<file path="config.mk">
export PLATFORM = sky130hd
export DESIGN_NAME = rwnr_div
export DESIGN_NICKNAME = d
export VERILOG_FILES = /design/src/sv/rwnr_pkg.sv /design/src/sv/rwnr_div.sv
export SDC_FILE = /design/constraint.sdc
export NUM_CORES = 1
export LEC_CHECK = 0
export BUFFER_PORTS_ARGS = -buffer_cell sky130_fd_sc_hd__buf_2
export CORE_ASPECT_RATIO = 1.1
export CORE_UTILIZATION = 42
export CTS_CLUSTER_DIAMETER = 150
export DETAILED_ROUTE_END_ITERATION = 10
export PLACE_DENSITY_LB_ADDON = 0.08
export SETUP_SLACK_MARGIN = 0.2
export SKIP_LAST_GASP = 1
export SYNTH_ARGS = -nofsm -noshare
export SYNTH_HDL_FRONTEND = slang
export SYNTH_SLANG_ARGS = --single-unit
export TNS_END_PERCENT = 20
</file>
<file path="constraint.sdc">
create_clock -name clk -period 6.9 [get_ports clk]
set_input_delay 1.38 -clock clk [delete_from_list [all_inputs] [get_ports clk]]
set_output_delay 1.38 -clock clk [all_outputs]
set_load 0.01 [all_outputs]
</file>
<file path="src/sv/rwnr_pkg.sv">
`default_nettype none
package rwnr_pkg;
  localparam int REFL_W = 37;
  localparam int RMS_W = 20;
  localparam int WGT_W = 32;
  localparam int RAD_W = 18;
  localparam int DIFF_W = 19;
  localparam int D2_W = 41;
  localparam int PROD_W = 52;
  localparam int SUM_W = 64;
  localparam int WSUM_W = 42;
  localparam int CFG_W = 18;
  localparam logic [7:0] BLOCK_SPLIT = 8'd20;

  typedef enum logic [1:0] {
    OP_LOAD  = 2'd0,
    OP_CLEAR = 2'd1,
    OP_QUERY = 2'd2,
    OP_NONE  = 2'd3
  } op_t;

  typedef enum logic [1:0] {
    ST_MEAN    = 2'd0,
    ST_NEAREST = 2'd1,
    ST_INVALID = 2'd2,
    ST_NONE    = 2'd3
  } status_t;

  typedef enum logic [0:0] {
    CFG_RADIUS = 1'd0,
    CFG_ASC    = 1'd1
  } cfg_idx_t;

  typedef enum logic [2:0] {
    S_IDLE,
    S_SCAN,
    S_DRAIN,
    S_DIV,
    S_OUT
  } state_t;

  // divider control between sequencer and divider
  typedef struct packed {
    logic start;
    logic busy;
    logic done;
  } div_ctl_t;
endpackage
`default_nettype wire

</file>
<file path="src/sv/rwnr_div.sv">
`default_nettype none
module rwnr_div (
  input  wire logic                        clk,
  input  wire logic                        rst_n,
  input  wire logic                        start,
  input  wire logic [rwnr_pkg::SUM_W-1:0]  num,
  input  wire logic [rwnr_pkg::WSUM_W-1:0] den,
  output rwnr_pkg::div_ctl_t               ctl,
  output logic [rwnr_pkg::SUM_W-1:0]       quo
);
  import rwnr_pkg::*;

  logic [SUM_W-1:0] q_r, q_nxt;
  logic [WSUM_W:0] rem_r, rem_nxt;
  logic [WSUM_W-1:0] den_r;
  logic [6:0] cnt_r, cnt_nxt;
  logic busy_r, busy_nxt, done_r, done_nxt;
  logic [WSUM_W:0] sh;

  // restoring divider, one quotient bit a cycle
  always_comb begin
    sh = {rem_r[WSUM_W-1:0], q_r[SUM_W-1]};
    q_nxt = q_r;
    rem_nxt = rem_r;
    cnt_nxt = cnt_r;
    busy_nxt = busy_r;
    done_nxt = 1'b0;
    if (start) begin
      q_nxt = num;
      rem_nxt = '0;
      cnt_nxt = 7'(SUM_W);
      busy_nxt = 1'b1;
    end else if (busy_r) begin
      if (sh >= {1'b0, den_r}) begin
        rem_nxt = sh - {1'b0, den_r};
        q_nxt = {q_r[SUM_W-2:0], 1'b1};
      end else begin
        rem_nxt = sh;
        q_nxt = {q_r[SUM_W-2:0], 1'b0};
      end
      cnt_nxt = cnt_r - 7'd1;
      if (cnt_r == 7'd1) begin
        busy_nxt = 1'b0;
        done_nxt = 1'b1;
      end
    end
  end

  always_ff @(posedge clk) begin
    if (!rst_n) begin
      busy_r <= 1'b0;
      done_r <= 1'b0;
      cnt_r <= '0;
    end else begin
      busy_r <= busy_nxt;
      done_r <= done_nxt;
      cnt_r <= cnt_nxt;
    end
    q_r <= q_nxt;
    rem_r <= rem_nxt;
    if (start) den_r <= den;
  end

  assign ctl.start = start;
  assign ctl.busy = busy_r;
  assign ctl.done = done_r;
  assign quo = q_r;
endmodule
`default_nettype wire

</file>
==> results of run 1 <==
## metrics by stage
stage / power [W] / util, % / cells
2_1_floorplan: 0.00161 / - / 852
3_3_place_gp: 0.00178 / 48.2 / 1269
3_5_place_dp: 0.00178 / 48.2 / 1269
4_1_cts: 0.00280 / 51.2 / 1301
5_1_grt: 0.00291 / 51.2 / 1302
6_report: 0.00277 / 51.2 / 1302
## power groups by stage
stage          clock, W  sequential, W  combinational (W)
4_1_cts         0.00104        0.00115           0.000612
5_1_grt         0.00107        0.00116           0.000677
3_5_place_dp          0        0.00117           0.000610
3_3_place_gp          0        0.00117           0.000608
6_report        0.00101        0.00115           0.000607
2_1_floorplan         0        0.00118           0.000427
## critical path, cell delays in order (launching register included)
cell,delay [ns]
sky130_fd_sc_hd__dfxtp_1,0.33
sky130_fd_sc_hd__ha_1,0.39
sky130_fd_sc_hd__and3_4,0.22
sky130_fd_sc_hd__and3_4,0.17
sky130_fd_sc_hd__and3_1,0.19
sky130_fd_sc_hd__a311o_1,0.33
sky130_fd_sc_hd__or4_4,0.51
sky130_fd_sc_hd__o21ai_4,0.49
sky130_fd_sc_hd__buf_4,0.51
sky130_fd_sc_hd__a211oi_1,0.08
sky130_fd_sc_hd__a211oi_1,0.23
sky130_fd_sc_hd__a211oi_1,0.10
## area by class of cell
type                       instances  area [um^2]
tap                              285          357
fill                            1972        10100
multi-input combinational        594         4330
clock buffer                      18          429
clock inverter                    14          194
sequential                       157         4210
antenna                            1         2.50
timing repair buffer             180          920
inverter                          53          199
## synth_stat cells (11+ instances only)
cell type | count | share of area [%]
sky130_fd_sc_hd__inv_1 | 52 | 2.2
sky130_fd_sc_hd__nand2_1 | 57 | 2.4
sky130_fd_sc_hd__mux2_2 | 66 | 8.3
sky130_fd_sc_hd__nand3_1 | 20 | 1.1
sky130_fd_sc_hd__o21ai_0 | 27 | 1.5
sky130_fd_sc_hd__nor2_1 | 85 | 3.6
sky130_fd_sc_hd__clkbuf_1 | 28 | 1.2
sky130_fd_sc_hd__nor3_1 | 12 | 0.67
sky130_fd_sc_hd__a21o_1 | 18 | 1.5
sky130_fd_sc_hd__a211oi_2 | 11 | 1.5
sky130_fd_sc_hd__ha_1 | 44 | 6.1
sky130_fd_sc_hd__a211oi_1 | 22 | 1.8
sky130_fd_sc_hd__a21oi_1 | 52 | 2.9
sky130_fd_sc_hd__xnor2_1 | 23 | 2.2
sky130_fd_sc_hd__edfxtp_1 | 106 | 35
sky130_fd_sc_hd__dfxtp_1 | 51 | 11
## worst min path at each step
| stage | start | endpoint | slack (ns) |
|---|---|---|---|
| 3_3_place_gp | cnt_r[0] | cnt_r[0] | 0.48 |
| 5_1_grt | cnt_r[0] | cnt_r[0] | 0.52 |
| 2_1_floorplan | cnt_r[0] | cnt_r[0] | 0.46 |
| 4_1_cts | cnt_r[0] | cnt_r[0] | 0.49 |
| 3_5_place_dp | cnt_r[0] | cnt_r[0] | 0.48 |
| 6_report | cnt_r[0] | cnt_r[0] | 0.50 |
## registers in the layout, summed over array words and instances (netlist names)
| signal | flops |
|---|---|
| den_r | 42 |
| cnt_r | 7 |
| done_r | 1 |
| rem_r | 42 |
| busy_r | 1 |
| quo | 64 |
## routing by layer
metal  wire length, um  vias to the layer above  GRT usage (%)
met2             10000                      164           34.2
met5                10                        -              0
met1              9090                     3192           23.2
met4               320                        2           6.16
li1                  -                     3445              -
met3              1340                       24           6.46
## cells by family (layout without fill, tap and decap cells)
family,Yosys count,after routing,synth area share (%)
flip-flops,157,157,46.9
AO/OA/AOI/OAI,217,217,17.9
other,0,1,0
AND/OR/NAND/NOR,229,229,12.0
multiplexers,72,72,8.96
XOR/XNOR,31,31,3.03
adder cells (fa/ha/maj),45,45,6.36
buffers and inverters,101,265,4.85
==> flow_metrics.env, run 1 <==
export IMPL_regToRegEndpoint="rem_r[36]"
export IMPL_most_common_cell_after_layout_fill_and_taps_aside="sky130_fd_sc_hd__buf_2"
export IMPL_run_status="finished clean"
export IMPL_synthDistinctLibCells=74
export IMPL_timing_worst_slew_pin_value_ns=0.827
export IMPL_fin_crit_ns=3.74
export IMPL_drtIter0Drc=317
export IMPL_p_leak_nw=4.45
export IMPL_p_comb_share_pct=21.9
export IMPL_finalNetCount=1157
export IMPL_intPower_w=0.00195
export IMPL_detail_route_first_pass_iterations=4
export IMPL_hold_path_depth=2
export IMPL_synth_seq_cells=157
export IMPL_setup_worst_path_end_class="register"
export IMPL_global_route_overflow_total=0
export IMPL_post_cts_repair_setup_buffers=0
export IMPL_seq_area_frac_synth_pct=46.9
export IMPL_startpoint_of_the_worst_register_to_register_path="rem_r[15]"
export IMPL_residual_drc=0
export IMPL_switching_share_pct=29.5
export IMPL_hold_worst_slack_ns=0.496
export IMPL_slew_limit_headroom_pct=44.5
export IMPL_syn_cell_area_um2=8970
export IMPL_drv_cap=0
export IMPL_clock_power_share_pct=36.5
export IMPL_finalSetupTns_ns=0
export IMPL_seq_power_share_pct=41.6
export IMPL_timing_final_hold_violations=0
export IMPL_synth_edf_count=106
export IMPL_cell_count_after_synthesis=852
export IMPL_final_worst_slack_ns=3.16
export IMPL_worstPathArrival_ns=4.00
export IMPL_maximum_number_of_pins_on_one_net_before_global_route_repair=78
export IMPL_final_period_utilization_pct=54.2
export IMPL_die_h_um=155
export IMPL_floorplan_die_area_um2=21900
export IMPL_timing_setup_critical_path_class="reg -> reg"
export IMPL_regToRegSetupSlack_ns=3.16
export IMPL_placementRows=55
export IMPL_globalplace_congestion=0.803
export IMPL_grt_pass1_vias=7013
export IMPL_synthFlopType="sky130_fd_sc_hd__edfxtp_1"
export IMPL_flow_area_growth_from_synthesis_pct=18.6
export IMPL_endpoint="rem_r[36]"
export IMPL_timing_fmax_mhz=268
export IMPL_synth_warning_count=0
export IMPL_die_w_um=141
export IMPL_clockRootBuffer="sky130_fd_sc_hd__clkbuf_16"
export IMPL_clock_tree_from_tritoncts="done"
export IMPL_hpwl_mm=14.7
export IMPL_drt_vias_per_instance=5.24
export IMPL_vdd_ir_drop_worst_mv=0.156
export IMPL_asr_flop_ratio_synth_pct=0
export IMPL_power_per_cell_area_nw_per_um2=260
export IMPL_pre_cts_ws_ns=3.13
export IMPL_totalWireLength_mm=20.8
export IMPL_worst_hold_path_type="reg -> reg"
export IMPL_ant_nets=0
export IMPL_design_portCount=176
export IMPL_setup_violations=0
export IMPL_depth_of_the_most_critical_reg_to_reg_path=11
export IMPL_clock_sinks=157
export IMPL_final_setup_skew_ns=0.00951
export IMPL_worst_path_required_ns=7.17
export IMPL_crit_fanout=34
export IMPL_fp_coreArea_um2=20800
export IMPL_net_switching_power_w=0.000818
export IMPL_count_of_instances_resized_after_the_clock_tree_is_built=0
export IMPL_syn_area_per_cell_um2=10.5
export IMPL_critPathLaunch="rem_r[15]"
export IMPL_cts_buffer_depth=2
export IMPL_unrepaired_setup_endpoints_after_global_routing="false"
export IMPL_postPlaceCellArea_um2=10000
export IMPL_place_port_buffers=175
export IMPL_clkTransAtPathRegs_ns=0.07
export IMPL_insertion_delay_ns=0.43
export IMPL_postLayoutCellArea_um2=10600
export IMPL_cts_buffers=17
export IMPL_count_of_hold_fix_buffers_inserted_at_cts=0
export IMPL_slew_violations=0
export IMPL_mostFrequentLayoutCells="sky130_fd_sc_hd__buf_2, sky130_fd_sc_hd__edfxtp_1, sky130_fd_sc_hd__nor2_1, sky130_fd_sc_hd__mux2_2, sky130_fd_sc_hd__nand2_1"
export IMPL_worst_setup_path_start_kind="register"
export IMPL_detail_routed_net_length_per_standard_cell_um=16.0
export IMPL_cts_htree_levels=4
export IMPL_post_route_cells_drive_above_1_share_pct=31.7
export IMPL_global_route_wire_length_before_repair_mm=34.3
export IMPL_grt_total_usage_pct=19.8
export IMPL_via_count=6827
export IMPL_synth_fp_nets=1006
export IMPL_initial_core_util_pct=43.2
export IMPL_number_of_antenna_violations_at_the_first_check_in_global_routing=2
Power figures use the tool's default switching activity.
==> run 2: changes to the inputs <==
==> constraint.sdc (replaced) <==
create_clock -name clk -period 3.61 [get_ports clk]
set_input_delay 0.722 -clock clk [delete_from_list [all_inputs] [get_ports clk]]
set_output_delay 0.722 -clock clk [all_outputs]
set_load 0.01 [all_outputs]
==> run 2 against run 1 <==
Combinational power grew 98%. Sequential share of layout area shrank 0.53 points. Final area grew 1.4%. Die area is the same. Clock-buffer cell count shrank 1. Clock power grew 76%.
==> flow_metrics.env, run 2 (synthesis gave the netlist of run 1 again) <==
export IMPL_detail_routed_net_length_per_standard_cell_um=15.9
export IMPL_post_route_cells_drive_above_1_share_pct=33.0
export IMPL_power_per_cell_area_nw_per_um2=481
export IMPL_most_common_cell_after_layout_fill_and_taps_aside="sky130_fd_sc_hd__buf_2"
export IMPL_setup_violations=0
export IMPL_worst_path_required_ns=3.98
export IMPL_drtIter0Drc=285
export IMPL_num_antenna_cells=0
export IMPL_count_of_hold_fix_buffers_inserted_at_cts=0
export IMPL_flow_area_growth_from_synthesis_pct=20.2
export IMPL_vdd_ir_drop_worst_mv=0.284
export IMPL_mostFrequentLayoutCells="sky130_fd_sc_hd__buf_2, sky130_fd_sc_hd__edfxtp_1, sky130_fd_sc_hd__nor2_1, sky130_fd_sc_hd__mux2_2, sky130_fd_sc_hd__nand2_1"
export IMPL_drt_vias_per_instance=5.23
export IMPL_via_count=6891
export IMPL_worst_setup_path_start_kind="register"
export IMPL_p_leak_nw=4.54
export IMPL_residual_drc=0
export IMPL_die_w_um=141
export IMPL_detail_route_first_pass_iterations=4
export IMPL_hpwl_mm=15.2
export IMPL_largest_register_ffs=64
export IMPL_initial_core_util_pct=43.2
export IMPL_drv_cap=0
export IMPL_global_route_wire_length_before_repair_mm=34.3
export IMPL_run_status="finished clean"
export IMPL_number_of_antenna_violations_at_the_first_check_in_global_routing=1
export IMPL_globalplace_congestion=0.800
export IMPL_cts_buffer_depth=2
export IMPL_layout_filler_cells=1961
export IMPL_clockRootBuffer="sky130_fd_sc_hd__clkbuf_16"
export IMPL_totalWireLength_mm=20.9
export IMPL_place_port_buffers=175
export IMPL_setup_worst_path_end_class="register"
export IMPL_floorplan_die_area_um2=21900
export IMPL_fin_crit_ns=3.29
export IMPL_timing_fmax_mhz=304
export IMPL_cts_buffers=17
export IMPL_final_period_utilization_pct=91.2
export IMPL_finalSetupTns_ns=0
export IMPL_die_h_um=155
export IMPL_clock_tree_from_tritoncts="done"
export IMPL_clkTransAtPathRegs_ns=0.07
export IMPL_grt_total_usage_pct=19.9
export IMPL_timing_final_hold_violations=0
export IMPL_maximum_number_of_pins_on_one_net_before_global_route_repair=78
export IMPL_grt_pass1_vias=6928
export IMPL_final_worst_slack_ns=0.316
export IMPL_clock_sinks=157
export IMPL_crit_fanout=33
export IMPL_unrepaired_setup_endpoints_after_global_routing="true"
export IMPL_timing_setup_critical_path_class="reg -> reg"
export IMPL_ant_nets=0
export IMPL_placementRows=55
export IMPL_timing_worst_slew_pin_value_ns=0.840
export IMPL_fp_coreArea_um2=20800
export IMPL_worst_hold_path_type="in -> reg"
export IMPL_final_setup_skew_ns=0.00901
export IMPL_design_portCount=176
export IMPL_worstPathArrival_ns=3.66
export IMPL_finalNetCount=1174
export IMPL_slew_limit_headroom_pct=44.0
export IMPL_cts_htree_levels=4
export IMPL_insertion_delay_ns=0.44
export IMPL_slew_violations=0
export IMPL_global_route_overflow_total=0
export IMPL_pre_cts_ws_ns=0.249
[run 2: layout make-up]
cell class,instances,area (um^2),share of cell area (%)
multi-input combinational,594,4340,40.2
sequential,157,4210,39.0
timing repair buffer,197,1080,10.1
clock buffer,17,425,3.95
tap,285,357,3.31
inverter,53,199,1.85
clock inverter,15,170,1.58
[run 2: power breakdown]
group	leakage, nW	internal [W]	switching (W)
clock network	0.293	0.000933	0.000852
registers	1.47	0.00211	0.0000888
logic	2.77	0.000535	0.000668
[run 2: path summary, 6_finish.rpt]
check | startpoint | end | slack [ns] | cells after the start
min | den[18] | den_r[18] | 0.46 | 1
max | den_r[1] | rem_r[40] | 0.32 | 12
min reg2reg | cnt_r[0] | cnt_r[0] | 0.49 | 2
max reg2reg | den_r[1] | rem_r[40] | 0.32 | 12
[run 2: worst max-delay path, cell delays in order (launching register included)]
cell and delay, ns:
sky130_fd_sc_hd__edfxtp_1 0.33, sky130_fd_sc_hd__inv_1 0.07, sky130_fd_sc_hd__ha_1 0.29, sky130_fd_sc_hd__nor2b_2 0.15, sky130_fd_sc_hd__o2111ai_1 0.16, sky130_fd_sc_hd__a311oi_2 0.48
sky130_fd_sc_hd__o2111ai_2 0.20, sky130_fd_sc_hd__a2111oi_4 0.38, sky130_fd_sc_hd__buf_4 0.21, sky130_fd_sc_hd__o21ai_4 0.07, sky130_fd_sc_hd__buf_12 0.18, sky130_fd_sc_hd__nor3_1 0.49
sky130_fd_sc_hd__a211o_1 0.21
[run 2: timing repair]
action / CTS / global route
resized for setup: 0 / 2
endpoints found under the setup margin: 0 / 23
hold endpoints to repair: 0 / 0
buffers inserted: 0 / 2
[run 2: layer usage]
layer | GRT usage (%) | share of wire (%) | wire (um) | vias to the layer above
li1 | - | - | - | 3490
met1 | 24.1 | 44 | 9220 | 3221
met2 | 34.1 | 48 | 10100 | 164
met3 | 6.09 | 6.6 | 1380 | 16
met4 | 5.33 | 0.90 | 189 | 0
met5 | 0 | 0 | 0 | -
[run 2: metrics by stage]
step	hold WS, ns	std cells	instance area [um^2]	util, %	total power (W)
after CTS	0.442	1316	10800	51.8	0.00525
after global routing	0.441	1318	10800	51.9	0.00547
after global placement	0.477	1284	10200	48.9	0.00343
after floorplan	0.463	852	8970	-	0.00307
after detailed placement	0.483	1284	10200	48.9	0.00343
final	0.462	1318	10800	51.9	0.00519
